`src/rtl/pcp_pkg.sv`:
```
// ----------------------------------------------------------------------------
// pcp_pkg
// Shared types and constants of the path command pruner: command and record
// codes, the command word, the record word and the contour flags.
// ----------------------------------------------------------------------------
package pcp_pkg;

  // coordinate width of the contour state
  localparam int unsigned CoordBits = 32;

  // conic weights that need special handling, Q16.16
  localparam logic [31:0] WeightOne  = 32'h0001_0000;
  localparam logic [31:0] WeightZero = 32'h0000_0000;

  // incoming command codes, code 7 is undefined
  typedef enum logic [2:0] {
    REQ_MOVE     = 3'd0,
    REQ_LINE     = 3'd1,
    REQ_QUAD     = 3'd2,
    REQ_CONIC    = 3'd3,
    REQ_CUBIC    = 3'd4,
    REQ_CLOSE    = 3'd5,
    REQ_PATH_END = 3'd6
  } req_e;

  // outgoing record kinds
  typedef enum logic [2:0] {
    KIND_BEGIN = 3'd0,
    KIND_LINE  = 3'd1,
    KIND_QUAD  = 3'd2,
    KIND_CONIC = 3'd3,
    KIND_CUBIC = 3'd4,
    KIND_END   = 3'd5
  } kind_e;

  // one command as taken from the input channel
  typedef struct packed {
    logic [2:0]  req_type;
    logic        will_close;
    logic [31:0] pt_a_x;
    logic [31:0] pt_a_y;
    logic [31:0] pt_b_x;
    logic [31:0] pt_b_y;
    logic [31:0] pt_c_x;
    logic [31:0] pt_c_y;
    logic [31:0] conic_weight;
  } cmd_t;

  // one segment record as shown on the output channel
  typedef struct packed {
    kind_e       kind;
    logic [31:0] p0_x;
    logic [31:0] p0_y;
    logic [31:0] p1_x;
    logic [31:0] p1_y;
    logic [31:0] p2_x;
    logic [31:0] p2_y;
    logic [31:0] p3_x;
    logic [31:0] p3_y;
    logic [31:0] seg_weight;
    logic        close_flag;
  } rec_t;

  // contour flags
  typedef struct packed {
    logic has_segments;
    logic has_points;
    logic pending_close;
  } flags_t;

endpackage

```
`src/rtl/pcp_seg_gen.sv`:
```
// ----------------------------------------------------------------------------
// pcp_seg_gen
// Decodes one command against the contour state: builds the begin marker,
// the segment and the end marker slots with their enables, and the state
// the contour takes once the command is done.
// ----------------------------------------------------------------------------
module pcp_seg_gen #(
  parameter int unsigned COORD_BITS = pcp_pkg::CoordBits
) (
  input  logic                  stroke_mode_i,
  input  pcp_pkg::cmd_t         cmd_i,
  input  logic [COORD_BITS-1:0] org_x_i,
  input  logic [COORD_BITS-1:0] org_y_i,
  input  logic [COORD_BITS-1:0] cur_x_i,
  input  logic [COORD_BITS-1:0] cur_y_i,
  input  pcp_pkg::flags_t       flags_i,
  output logic [2:0]            en_o,
  output pcp_pkg::rec_t         rec_begin_o,
  output pcp_pkg::rec_t         rec_seg_o,
  output pcp_pkg::rec_t         rec_end_o,
  output logic [COORD_BITS-1:0] nxt_org_x_o,
  output logic [COORD_BITS-1:0] nxt_org_y_o,
  output logic [COORD_BITS-1:0] nxt_cur_x_o,
  output logic [COORD_BITS-1:0] nxt_cur_y_o,
  output pcp_pkg::flags_t       nxt_flags_o
);

  // port word to coordinate width
  function automatic logic [COORD_BITS-1:0] to_coord(input logic [31:0] v);
    logic [63:0] t;
    t = {32'b0, v};
    return t[COORD_BITS-1:0];
  endfunction

  // coordinate width to port word
  function automatic logic [31:0] to_port(input logic [COORD_BITS-1:0] v);
    logic [63:0] t;
    t = 64'(v);
    return t[31:0];
  endfunction

  logic [COORD_BITS-1:0] ax, ay, bx, by, cx, cy, ex, ey;
  logic                  a_eq_cur, b_eq_a, b_eq_cur, c_eq_cur, e_eq_cur, cur_eq_org;
  logic                  degen;
  logic                  en_begin, en_seg, en_end;

  assign ax = to_coord(cmd_i.pt_a_x);
  assign ay = to_coord(cmd_i.pt_a_y);
  assign bx = to_coord(cmd_i.pt_b_x);
  assign by = to_coord(cmd_i.pt_b_y);
  assign cx = to_coord(cmd_i.pt_c_x);
  assign cy = to_coord(cmd_i.pt_c_y);

  // end point of a line, quad or conic command
  assign ex = (cmd_i.req_type == pcp_pkg::REQ_LINE) ? ax : bx;
  assign ey = (cmd_i.req_type == pcp_pkg::REQ_LINE) ? ay : by;

  // exact point compares
  assign a_eq_cur   = (ax == cur_x_i) && (ay == cur_y_i);
  assign b_eq_a     = (bx == ax) && (by == ay);
  assign b_eq_cur   = (bx == cur_x_i) && (by == cur_y_i);
  assign c_eq_cur   = (cx == cur_x_i) && (cy == cur_y_i);
  assign e_eq_cur   = (ex == cur_x_i) && (ey == cur_y_i);
  assign cur_eq_org = (cur_x_i == org_x_i) && (cur_y_i == org_y_i);

  // curve that collapses to a line
  always_comb begin
    unique case (cmd_i.req_type)
      pcp_pkg::REQ_QUAD:  degen = a_eq_cur || b_eq_a;
      pcp_pkg::REQ_CONIC: degen = a_eq_cur || b_eq_a ||
                                  ((cmd_i.conic_weight == pcp_pkg::WeightZero) &&
                                   (cmd_i.conic_weight != pcp_pkg::WeightOne));
      default:            degen = 1'b1;
    endcase
  end

  // begin and end markers sit on the contour origin
  always_comb begin
    rec_begin_o            = '0;
    rec_begin_o.kind       = pcp_pkg::KIND_BEGIN;
    rec_begin_o.p0_x       = to_port(org_x_i);
    rec_begin_o.p0_y       = to_port(org_y_i);
    rec_begin_o.close_flag = flags_i.pending_close;
    rec_end_o              = '0;
    rec_end_o.kind         = pcp_pkg::KIND_END;
    rec_end_o.p0_x         = to_port(org_x_i);
    rec_end_o.p0_y         = to_port(org_y_i);
    rec_end_o.close_flag   = (cmd_i.req_type == pcp_pkg::REQ_CLOSE);
  end

  // segment slot, enables and next state per command
  always_comb begin
    en_begin    = 1'b0;
    en_seg      = 1'b0;
    en_end      = 1'b0;
    rec_seg_o   = '0;
    nxt_org_x_o = org_x_i;
    nxt_org_y_o = org_y_i;
    nxt_cur_x_o = cur_x_i;
    nxt_cur_y_o = cur_y_i;
    nxt_flags_o = flags_i;
    // closing line from the current point back to the origin
    rec_seg_o.kind = pcp_pkg::KIND_LINE;
    rec_seg_o.p0_x = to_port(cur_x_i);
    rec_seg_o.p0_y = to_port(cur_y_i);
    rec_seg_o.p1_x = to_port(org_x_i);
    rec_seg_o.p1_y = to_port(org_y_i);
    case (cmd_i.req_type)
      pcp_pkg::REQ_MOVE: begin
        if (stroke_mode_i) begin
          en_seg         = flags_i.has_segments && !flags_i.has_points;
          rec_seg_o.p0_x = to_port(org_x_i);
          rec_seg_o.p0_y = to_port(org_y_i);
        end else begin
          en_seg = !cur_eq_org;
        end
        en_end                    = flags_i.has_segments;
        nxt_org_x_o               = ax;
        nxt_org_y_o               = ay;
        nxt_cur_x_o               = ax;
        nxt_cur_y_o               = ay;
        nxt_flags_o.has_segments  = 1'b0;
        nxt_flags_o.has_points    = 1'b0;
        nxt_flags_o.pending_close = cmd_i.will_close;
      end
      pcp_pkg::REQ_LINE, pcp_pkg::REQ_QUAD, pcp_pkg::REQ_CONIC: begin
        en_begin = !flags_i.has_segments;
        if (degen) begin
          en_seg         = !e_eq_cur;
          rec_seg_o.p1_x = to_port(ex);
          rec_seg_o.p1_y = to_port(ey);
        end else begin
          en_seg         = 1'b1;
          rec_seg_o.p1_x = to_port(ax);
          rec_seg_o.p1_y = to_port(ay);
          rec_seg_o.p2_x = to_port(bx);
          rec_seg_o.p2_y = to_port(by);
          if ((cmd_i.req_type == pcp_pkg::REQ_CONIC) &&
              (cmd_i.conic_weight != pcp_pkg::WeightOne)) begin
            rec_seg_o.kind       = pcp_pkg::KIND_CONIC;
            rec_seg_o.seg_weight = cmd_i.conic_weight;
          end else begin
            rec_seg_o.kind = pcp_pkg::KIND_QUAD;
          end
        end
        nxt_flags_o.has_segments = 1'b1;
        if (en_seg) begin
          nxt_cur_x_o            = ex;
          nxt_cur_y_o            = ey;
          nxt_flags_o.has_points = 1'b1;
        end
      end
      pcp_pkg::REQ_CUBIC: begin
        en_begin       = !flags_i.has_segments;
        en_seg         = !(a_eq_cur && b_eq_cur && c_eq_cur);
        rec_seg_o.kind = pcp_pkg::KIND_CUBIC;
        rec_seg_o.p1_x = to_port(ax);
        rec_seg_o.p1_y = to_port(ay);
        rec_seg_o.p2_x = to_port(bx);
        rec_seg_o.p2_y = to_port(by);
        rec_seg_o.p3_x = to_port(cx);
        rec_seg_o.p3_y = to_port(cy);
        nxt_flags_o.has_segments = 1'b1;
        if (en_seg) begin
          nxt_cur_x_o            = cx;
          nxt_cur_y_o            = cy;
          nxt_flags_o.has_points = 1'b1;
        end
      end
      pcp_pkg::REQ_CLOSE: begin
        en_begin                 = !flags_i.has_segments;
        en_seg                   = stroke_mode_i ? !flags_i.has_points : !cur_eq_org;
        en_end                   = 1'b1;
        nxt_cur_x_o              = org_x_i;
        nxt_cur_y_o              = org_y_i;
        nxt_flags_o.has_segments = 1'b0;
        nxt_flags_o.has_points   = 1'b0;
      end
      pcp_pkg::REQ_PATH_END: begin
        en_seg      = !stroke_mode_i && !cur_eq_org;
        en_end      = flags_i.has_segments;
        nxt_org_x_o = '0;
        nxt_org_y_o = '0;
        nxt_cur_x_o = '0;
        nxt_cur_y_o = '0;
        nxt_flags_o = '0;
      end
      default: begin
        // undefined command: no records, state kept
      end
    endcase
  end

  assign en_o = {en_end, en_seg, en_begin};

endmodule

```
`src/rtl/path_command_pruner.sv`:
```
// ----------------------------------------------------------------------------
// path_command_pruner
// Turns path commands into normalized segment records, pruning duplicate
// points and lowering degenerate curves.
// ----------------------------------------------------------------------------
// Usage:
//   Input channel (in_valid_i / in_stall_o) carries one path command per
//   transfer. Output channel (out_valid_o / out_stall_i) carries one segment
//   record per transfer, last_o marks the final record of a command.
//   cfg_valid_i / cfg_ready_o writes stroke_mode; write only while idle.
//   A command goes to a command register, then each of its records is picked
//   in turn into the output register, one record per cycle while the receiver
//   does not stall. A command with n records (0 to 3) holds the command
//   register until its last record is sent; the single output register port
//   sets the record rate. The first record passes the command register and
//   then the output register. A command with no records makes no output.
//   When the receiver stalls, the output record holds and the command
//   register fills; then in_stall_o rises until records move again.
//   Reset clears the contour state to zero, stroke_mode to fill rules and
//   empties both registers.
// ----------------------------------------------------------------------------
module path_command_pruner #(
  parameter int unsigned COORD_BITS = pcp_pkg::CoordBits
) (
  input  logic        clk_i,
  input  logic        rst_ni,
  // configuration
  input  logic        cfg_valid_i,
  output logic        cfg_ready_o,
  input  logic        cfg_stroke_mode_i,
  // command input
  input  logic        in_valid_i,
  output logic        in_stall_o,
  input  logic [2:0]  req_type_i,
  input  logic        will_close_i,
  input  logic [31:0] pt_a_x_i,
  input  logic [31:0] pt_a_y_i,
  input  logic [31:0] pt_b_x_i,
  input  logic [31:0] pt_b_y_i,
  input  logic [31:0] pt_c_x_i,
  input  logic [31:0] pt_c_y_i,
  input  logic [31:0] conic_weight_i,
  // record output
  output logic        out_valid_o,
  input  logic        out_stall_i,
  output logic [2:0]  out_kind_o,
  output logic [31:0] p0_x_o,
  output logic [31:0] p0_y_o,
  output logic [31:0] p1_x_o,
  output logic [31:0] p1_y_o,
  output logic [31:0] p2_x_o,
  output logic [31:0] p2_y_o,
  output logic [31:0] p3_x_o,
  output logic [31:0] p3_y_o,
  output logic [31:0] seg_weight_o,
  output logic        close_flag_o,
  output logic        last_o
);

  logic                  stroke_mode_q;
  logic                  cmd_vld_q;
  pcp_pkg::cmd_t         cmd_q;
  logic [2:0]            done_q, done_d;
  logic [COORD_BITS-1:0] org_x_q, org_y_q, cur_x_q, cur_y_q;
  pcp_pkg::flags_t       flags_q;
  logic                  out_vld_q;
  pcp_pkg::rec_t         out_q;
  logic                  out_last_q;

  logic [2:0]            en;
  pcp_pkg::rec_t         rec_begin, rec_seg, rec_end, rec_sel;
  logic [COORD_BITS-1:0] nxt_org_x, nxt_org_y, nxt_cur_x, nxt_cur_y;
  pcp_pkg::flags_t       nxt_flags;
  logic [2:0]            remain, sel, rest;
  logic                  out_free, send, retire, in_xfer;

  // configuration register, always ready
  assign cfg_ready_o = 1'b1;

  always_ff @(posedge clk_i or negedge rst_ni) begin
    if (!rst_ni) begin
      stroke_mode_q <= 1'b0;
    end else if (cfg_valid_i && cfg_ready_o) begin
      stroke_mode_q <= cfg_stroke_mode_i;
    end
  end

  // record builder
  pcp_seg_gen #(
    .COORD_BITS(COORD_BITS)
  ) u_seg_gen (
    .stroke_mode_i(stroke_mode_q),
    .cmd_i        (cmd_q),
    .org_x_i      (org_x_q),
    .org_y_i      (org_y_q),
    .cur_x_i      (cur_x_q),
    .cur_y_i      (cur_y_q),
    .flags_i      (flags_q),
    .en_o         (en),
    .rec_begin_o  (rec_begin),
    .rec_seg_o    (rec_seg),
    .rec_end_o    (rec_end),
    .nxt_org_x_o  (nxt_org_x),
    .nxt_org_y_o  (nxt_org_y),
    .nxt_cur_x_o  (nxt_cur_x),
    .nxt_cur_y_o  (nxt_cur_y),
    .nxt_flags_o  (nxt_flags)
  );

  // pick the first record not yet sent
  assign remain   = en & ~done_q;
  assign sel      = remain & (~remain + 3'd1);
  assign rest     = remain & ~sel;
  assign out_free = !out_vld_q || !out_stall_i;
  assign send     = cmd_vld_q && (remain != 3'b000) && out_free;
  assign retire   = cmd_vld_q && ((remain == 3'b000) || (send && (rest == 3'b000)));
  assign in_stall_o = cmd_vld_q && !retire;
  assign in_xfer    = in_valid_i && !in_stall_o;

  always_comb begin
    case (sel)
      3'b001:  rec_sel = rec_begin;
      3'b010:  rec_sel = rec_seg;
      default: rec_sel = rec_end;
    endcase
  end

  always_comb begin
    if (retire) begin
      done_d = 3'b000;
    end else if (send) begin
      done_d = done_q | sel;
    end else begin
      done_d = done_q;
    end
  end

  // command register and sent-record mask
  always_ff @(posedge clk_i or negedge rst_ni) begin
    if (!rst_ni) begin
      cmd_vld_q <= 1'b0;
      done_q    <= 3'b000;
    end else begin
      done_q <= done_d;
      if (in_xfer) begin
        cmd_vld_q <= 1'b1;
      end else if (retire) begin
        cmd_vld_q <= 1'b0;
      end
    end
  end

  always_ff @(posedge clk_i) begin
    if (in_xfer) begin
      cmd_q.req_type     <= req_type_i;
      cmd_q.will_close   <= will_close_i;
      cmd_q.pt_a_x       <= pt_a_x_i;
      cmd_q.pt_a_y       <= pt_a_y_i;
      cmd_q.pt_b_x       <= pt_b_x_i;
      cmd_q.pt_b_y       <= pt_b_y_i;
      cmd_q.pt_c_x       <= pt_c_x_i;
      cmd_q.pt_c_y       <= pt_c_y_i;
      cmd_q.conic_weight <= conic_weight_i;
    end
  end

  // contour state, updated when a command leaves
  always_ff @(posedge clk_i or negedge rst_ni) begin
    if (!rst_ni) begin
      org_x_q <= '0;
      org_y_q <= '0;
      cur_x_q <= '0;
      cur_y_q <= '0;
      flags_q <= '0;
    end else if (retire) begin
      org_x_q <= nxt_org_x;
      org_y_q <= nxt_org_y;
      cur_x_q <= nxt_cur_x;
      cur_y_q <= nxt_cur_y;
      flags_q <= nxt_flags;
    end
  end

  // output register
  always_ff @(posedge clk_i or negedge rst_ni) begin
    if (!rst_ni) begin
      out_vld_q <= 1'b0;
    end else if (out_free) begin
      out_vld_q <= send;
    end
  end

  always_ff @(posedge clk_i) begin
    if (send) begin
      out_q      <= rec_sel;
      out_last_q <= (rest == 3'b000);
    end
  end

  assign out_valid_o  = out_vld_q;
  assign out_kind_o   = out_q.kind;
  assign p0_x_o       = out_q.p0_x;
  assign p0_y_o       = out_q.p0_y;
  assign p1_x_o       = out_q.p1_x;
  assign p1_y_o       = out_q.p1_y;
  assign p2_x_o       = out_q.p2_x;
  assign p2_y_o       = out_q.p2_y;
  assign p3_x_o       = out_q.p3_x;
  assign p3_y_o       = out_q.p3_y;
  assign seg_weight_o = out_q.seg_weight;
  assign close_flag_o = out_q.close_flag;
  assign last_o       = out_last_q;

endmodule
```
`config.mk`:
```
export PLATFORM = sky130hd
export DESIGN_NAME = path_command_pruner
export DESIGN_NICKNAME = d
export VERILOG_FILES = /design/src/rtl/pcp_pkg.sv /design/src/rtl/pcp_seg_gen.sv /design/src/rtl/path_command_pruner.sv
export SDC_FILE = /design/constraint.sdc
export NUM_CORES = 1
export LEC_CHECK = 0
export BUFFER_PORTS_ARGS = -buffer_cell sky130_fd_sc_hd__buf_4
export CORE_UTILIZATION = 25
export CTS_CLUSTER_DIAMETER = 150
export CTS_CLUSTER_SIZE = 20
export DETAILED_ROUTE_END_ITERATION = 10
export GPL_TIMING_DRIVEN = 0
export SLEW_MARGIN = 0
export SYNTH_ARGS = -nofsm -noshare
export SYNTH_HDL_FRONTEND = slang
export SYNTH_HIERARCHICAL = 1
export SYNTH_SLANG_ARGS = --single-unit
```
`constraint.sdc`:
```
create_clock -name clk_i -period 24.4 [get_ports clk_i]
set_input_delay 3.66 -clock clk_i [delete_from_list [all_inputs] [get_ports clk_i]]
set_output_delay 3.66 -clock clk_i [all_outputs]
set_load 0.005 [all_outputs]
```
==> impl_metrics.yaml, run 1 <==
status:
  status: "finished with violations"
  violations: "capacitance limit, slew limit"
pwr:
  p_leak_nw: 22.4
  power_density_mw_per_mm2: 131
  vdd_ir_drop_max_v: 0.0000577
cells_and_area:
  drive_above_1_share_pct: 24.5
  final_cell_area_mm2: 0.0532
  fin_util_pct: 31.3
  area.growth.synth_to_final_pct: 24.0
  num-fill-cells: 17639
  multi_input_area_mm2: 0.0192
  register_area_mm2: 0.0191
  nets: 5801
sta:
  slew_headroom_pct: -1.99
  slew_violations: 11
  final.setup.worst_slack_ns: 11.78
  rsz0062_at_grt: "no"
  post-route-period-util_pct: 51.7
  hold_slack_ns: 0.489
  setup_viol: 0
  skew_ns: 0.0522
  finalHoldViolCount: 0
  tightest_slew_ns: 1.53
  fin_tns_setup_ns: 0
  post-route-min-period_ns: 12.62
  max_freq_mhz: 79.2
grt:
  antenna_found_initial: 32
  grt.total_usage_pct: 28.0
  grt_pass1_vias: 37028
  gr-total-overflow: 0
  grt_max_degree: 82
  grt_pass1_wl_um: 328000
setup_path:
  worstSetupPathType: "reg -> out"
  worstPathArrival_ns: 8.96
  slowest_delay_ns: 1.11
  crit_path_frequent_cell: "buf_2"
  crit_fanout: 10
  end_kind: "primary output"
  required_ns: 20.74
  start_kind: "register"
  slowest_stage: "nor4_4"
  path_cells: "or3b_1 > buf_2 > buf_2 > buf_1 > mux2i_1 > o22ai_1 > nor4_1 > nand4_1 > nor4_4 > a31o_1 > buf_2 > buf_4 > o221ai_1 > buf_4 > nand2b_1 > buf_2 > maj3_1 > a21oi_1 > buf_4"
detailed_routing:
  routed_wire_length_per_instance_um: 32.1
  post-route-drc-count: 0
  routed_wl_um: 251000
  drt_iter0_drc: 4340
  vias: 39251
  postRouteAntennaNets: 0
  post_drt_via_cell_ratio: 5.01
  drt-pass1-iter-count: 6
die:
  initial_core_util_pct: 25.3
  dieHeight_um: 416
  fp.dieW_um: 416
  pin_count: 530
  die-area_mm2: 0.173
  coreArea_mm2: 0.170
  num_rows: 151
clock_tree:
  tritoncts: "done"
  ctsHoldBuffers: 0
  cts.sinks: 658
  cts-root-buf: "clkbuf_16"
  cts.path.max_buffers: 3
  path_clk_slew_ns: 0.10
  cts_made_buffers: 41
  clock_latency_ns: 0.69
  post_cts_buffers: 0
  cts_resized: 0
  htreeDepth: 2
placed_design:
  dp_hpwl_um: 201000
  dpl_cell_area_mm2: 0.0519
  gp_congestion: 1.05
  preCtsSetupSlack_ns: 12.88
  portBuffers: 528
yosys:
  synth_cells: 4520
  synth_area_mm2: 0.0429
  synth.ff_latch_count: 658
  synth-edff-count: 521
  async_flop_share_pct: 20.8
  ys.flop_type: "edfxtp_1"
  yosysSeqAreaShare_pct: 44.5
  syn_avg_cell_area_um2: 9.49
  yosysUniqueCellTypes: 71
  ys_warn_count: 6
flow_run:
  drv_cap: 1
worst_hold_path:
  min_path_type: "reg -> reg"
[layout by cell type, fill, tap and decap left out, types with 43 or more instances in the layout]
cell | Yosys | final
o21ai_0 | 75 | 75
inv_1 | 63 | 63
nor2b_1 | 46 | 45
a31oi_1 | 318 | 316
dfrtp_1 | 137 | 137
mux2_2 | 85 | 85
xor2_1 | 165 | 165
o211ai_1 | 45 | 45
clkbuf_1 | 318 | 339
nor4_1 | 58 | 57
mux2i_1 | 44 | 44
edfxtp_1 | 521 | 521
clkbuf_16 | 0 | 43
a22o_1 | 66 | 66
a221oi_1 | 52 | 52
nand2_1 | 672 | 672
a21oi_1 | 83 | 83
and2_1 | 106 | 106
mux2_1 | 90 | 90
a22oi_1 | 49 | 49
and3_1 | 79 | 79
buf_2 | 60 | 60
buf_4 | 591 | 1118
conb_1 | 3 | 456
xnor2_1 | 104 | 104
nor2_1 | 324 | 324
[where the power goes]
group / internal, mW / switching, mW / total [mW]
combinational: 1.35 / 2.56 / 3.91
sequential: 1.84 / 0.433 / 2.28
clock: 0.351 / 0.431 / 0.782
[flip-flops by register name, summed over array words and instances, names as in the netlist, 3 cells and up]
name,count
cmd_q,228
p3_x_o,32
flags_q,3
done_q,3
p1_y_o,32
seg_weight_o,32
p0_x_o,32
p1_x_o,32
cur_x_q,32
p3_y_o,32
org_x_q,32
p2_y_o,32
out_kind_o,3
p0_y_o,32
org_y_q,32
p2_x_o,32
cur_y_q,32
[path summary, 6_finish.rpt]
path | start | to | slack [ns] | cells after the start
max | cmd_q[225] | in_stall_o | 11.78 | 19
min | cur_x_q[7] | cur_x_q[7] | 0.49 | 1
max reg2reg | cmd_q[225] | p0_y_o[20] | 13.76 | 24
min reg2reg | cur_x_q[7] | cur_x_q[7] | 0.49 | 1
max in group asynchronous | rst_ni | org_y_q[20] | 20.47 | 2
min in group asynchronous | rst_ni | out_valid_o | 2.90 | 1
[critical path, delay by kind of cell (launching register included)]
kind / cells / cell delay (ns)
buf+inv: 8 / 3.36
simple gates: 5 / 2.23
mux: 1 / 0.93
compound gates: 4 / 0.88
flops: 1 / 0.52
fa+ha+maj: 1 / 0.30
[Yosys cell counts (all sizes together), types with 21 or more instances]
cell      n  area share [%]
o211ai   45            0.79
o22ai    27            0.39
a221o    21            0.49
a22o     66             1.3
xnor2   104             2.1
nor3     24            0.31
nand4    34            0.50
a22oi    49            0.86
mux2    175             4.6
mux2i    44             1.0
and3     79             1.2
buf     686              12
a221oi   52             1.1
nor2    324             2.8
a21oi    84            0.99
nand2   672             5.9
dfrtp   137             8.0
inv      63            0.55
o21ai    76            0.89
nor2b    46            0.67
a31oi   319             4.7
clkbuf  318             2.8
and2    106             1.5
edfxtp  521              36
nor4     59            0.90
xor2    165             3.4
a32oi    42            0.86
[area by class of cell]
type                            count  area share [%]
Antenna cell                       13          0.0612
Buffer                           1004            11.5
Multi-Input combinational cell   3248            36.0
Clock inverter                      6           0.202
Sequential cell                   658            35.9
Clock buffer                       69            2.23
Inverter                           63           0.445
Timing Repair Buffer              551            8.40
Tap cell                         2218            5.22
[stage by stage]
stage	std cells	power [mW]
after floorplan	4973	4.17
after global placement	7719	6.32
after detailed placement	7742	6.10
after CTS	7817	6.90
after global routing	7822	7.19
final	7830	6.97
[logic make-up (layout without fill, tap and decap cells)]
family	Yosys count	after routing	synth area share (%)
adders and majority gates	1	1	0.0233
xor gates and xnor gates	269	269	5.49
AOI/OAI and AO/OA	913	913	15.0
DFF	658	658	44.5
and+or+nand+nor	1390	1390	14.5
muxes	219	219	5.62
buffers and inverters	1067	1693	14.9
other	3	469	0.0263
[per-layer routing]
metal	global-route usage, %	routed length [µm]	up-vias
li1	-	-	17196
met1	34.6	100000	19625
met2	45.9	117000	1941
met3	5.01	17700	475
met4	15.7	16400	14
met5	0	92	-
No activity file was read; power rests on OpenSTA's default activity.
==> run 2: changes to the inputs <==
clock period = 10.4 ns   (was 24.4 ns; I/O delays follow)
==> impl_metrics.yaml, run 2 (synthesized netlist as in run 1, its figures left out) <==
detailed_routing:
  post-route-drc-count: 0
  drt-pass1-iter-count: 6
  routed_wl_um: 245000
  vias: 39127
  post_drt_via_cell_ratio: 4.99
  routed_wire_length_per_instance_um: 31.2
  postRouteAntennaNets: 0
  drt_iter0_drc: 4324
grt:
  grt_pass1_vias: 36995
  grt_pass1_wl_um: 323000
  gr-total-overflow: 0
  antenna_found_initial: 21
  grt_max_degree: 76
  grt.total_usage_pct: 27.3
setup_path:
  crit_buf_inv: 8
  end_kind: "primary output"
  worstPathArrival_ns: 8.68
  critPathTopFamily: "buffers and inverters"
  cp.depth: 19
  start_kind: "register"
  crit_fanout: 10
  required_ns: 8.84
  slowest_stage: "nor4_4"
  slowest_delay_ns: 1.18
  path_cells: "or3b_1 > buf_2 > buf_2 > buf_1 > mux2i_1 > o22ai_1 > nor4_1 > nand4_1 > nor4_4 > a31o_1 > buf_2 > buf_4 > o221ai_1 > buf_4 > nand2b_1 > buf_2 > maj3_1 > a21oi_1 > buf_4"
  crit_path_frequent_cell: "buf_2"
  ff2ff_path_depth: 22
  worstSetupPathType: "reg -> out"
clock_tree:
  tritoncts: "done"
  post_cts_buffers: 0
  path_clk_slew_ns: 0.09
  clock_latency_ns: 0.68
  ctsHoldBuffers: 0
  cts.sinks: 658
  cts-root-buf: "clkbuf_16"
  cts_resized: 0
  cts.path.max_buffers: 3
  cts_made_buffers: 41
  htreeDepth: 2
flow_run:
  drv_cap: 2
pwr:
  vdd_ir_drop_max_v: 0.000119
  total_power_mw: 16.2
  p_leak_nw: 22.4
  power_density_mw_per_mm2: 306
cells_and_area:
  drive_above_1_share_pct: 24.4
  num-fill-cells: 17791
  final_cell_area_mm2: 0.0531
  fin_util_pct: 31.3
  final_cells: 7835
  nets: 5800
  area.growth.synth_to_final_pct: 23.8
  regMostFlops: "cmd_q"
  mostFrequentLayoutCell: "buf_4"
  largest_reg_flops: 228
  final_cell_mix: "buf_4, nand2_1, edfxtp_1"
sta:
  tightest_slew_ns: 1.57
  post-route-period-util_pct: 98.4
  post-route-min-period_ns: 10.24
  slew_headroom_pct: -4.81
  fin_tns_setup_ns: 0
  skew_ns: 0.0418
  max_freq_mhz: 97.7
  finalHoldViolCount: 0
  slew_violations: 20
  rsz0062_at_grt: "no"
  setup_viol: 0
die:
  fp.dieW_um: 416
  num_rows: 151
  pin_count: 530
  die-area_mm2: 0.173
  coreArea_mm2: 0.170
  dieHeight_um: 416
  initial_core_util_pct: 25.3
placed_design:
  dp_hpwl_um: 196000
  gp_congestion: 1.06
  dpl_cell_area_mm2: 0.0518
  dp_cells: 7741
  portBuffers: 528
status:
  violations: "capacitance limit, slew limit"
  status: "finished with violations"
worst_hold_path:
  worstHoldPathCells: 1
  min_path_type: "reg -> reg"
-- run 2: cell types whose count changed in the layout (fill, tap and decap cells not counted), moves of 2 or more --
cell,previous run,this run
clkinv_8,2,0
inv_4,0,2
clkbuf_16,43,41
clkbuf_2,4,2
diode_2,13,19
inv_6,1,5
-- run 2: area by class of cell --
cell class | instances | area [µm²] | share of cell area [%]
diodes | 19 | 47.5 | 0.0895
flip-flops and latches | 658 | 19100 | 35.9
repair buffers | 550 | 4450 | 8.38
clock inverters | 11 | 119 | 0.224
multi-input cells | 3248 | 19200 | 36.1
well taps | 2218 | 2780 | 5.22
clock buffers | 64 | 1110 | 2.09
plain buffers | 1004 | 6140 | 11.6
inverters | 63 | 236 | 0.445
-- run 2: worst register-to-register path, delay by kind of cell, from the launching register on --
| family | cells | cell delay [ns] |
|---|---|---|
| mux | 1 | 0.80 |
| simple gates | 5 | 2.24 |
| buf+inv | 12 | 4.76 |
| flops | 1 | 0.47 |
| compound gates | 4 | 1.37 |
-- run 2: where the power goes --
part,internal (mW),total [mW],switching (mW)
clock network,0.784,1.80,1.02
registers,4.33,5.37,1.04
logic,3.16,9.06,5.90
total,8.27,16.2,7.96
-- run 2: path summary, 6_finish.rpt --
path	to	startpoint	slack [ns]
worst max-delay path	in_stall_o	cmd_q[225]	0.16
worst min-delay path	cur_x_q[6]	cur_x_q[6]	0.49
worst max register to register	p0_y_o[12]	cmd_q[225]	0.51
worst min register to register	cur_x_q[6]	cur_x_q[6]	0.49
max in group asynchronous	org_y_q[10]	rst_ni	8.55
min in group asynchronous	out_valid_o	rst_ni	0.90
-- run 2: per-layer routing --
layer  vias up  track usage, %  share of wire (%)
met5         -               0              0.034
met4        12            16.3                6.9
met3       528            4.99                7.3
met2      1969            44.4                 46
met1     19420            33.6                 39
li1      17198               -                  -
-- run 2: per-stage QoR --
stage	worst slack (ns)	hold slack (ns)
finish	0.163	0.490
global route	0.277	0.508
CTS	0.562	0.493
detailed placement	0.942	0.473
global placement	-4.24	0.465
floorplan	1.52	0.456
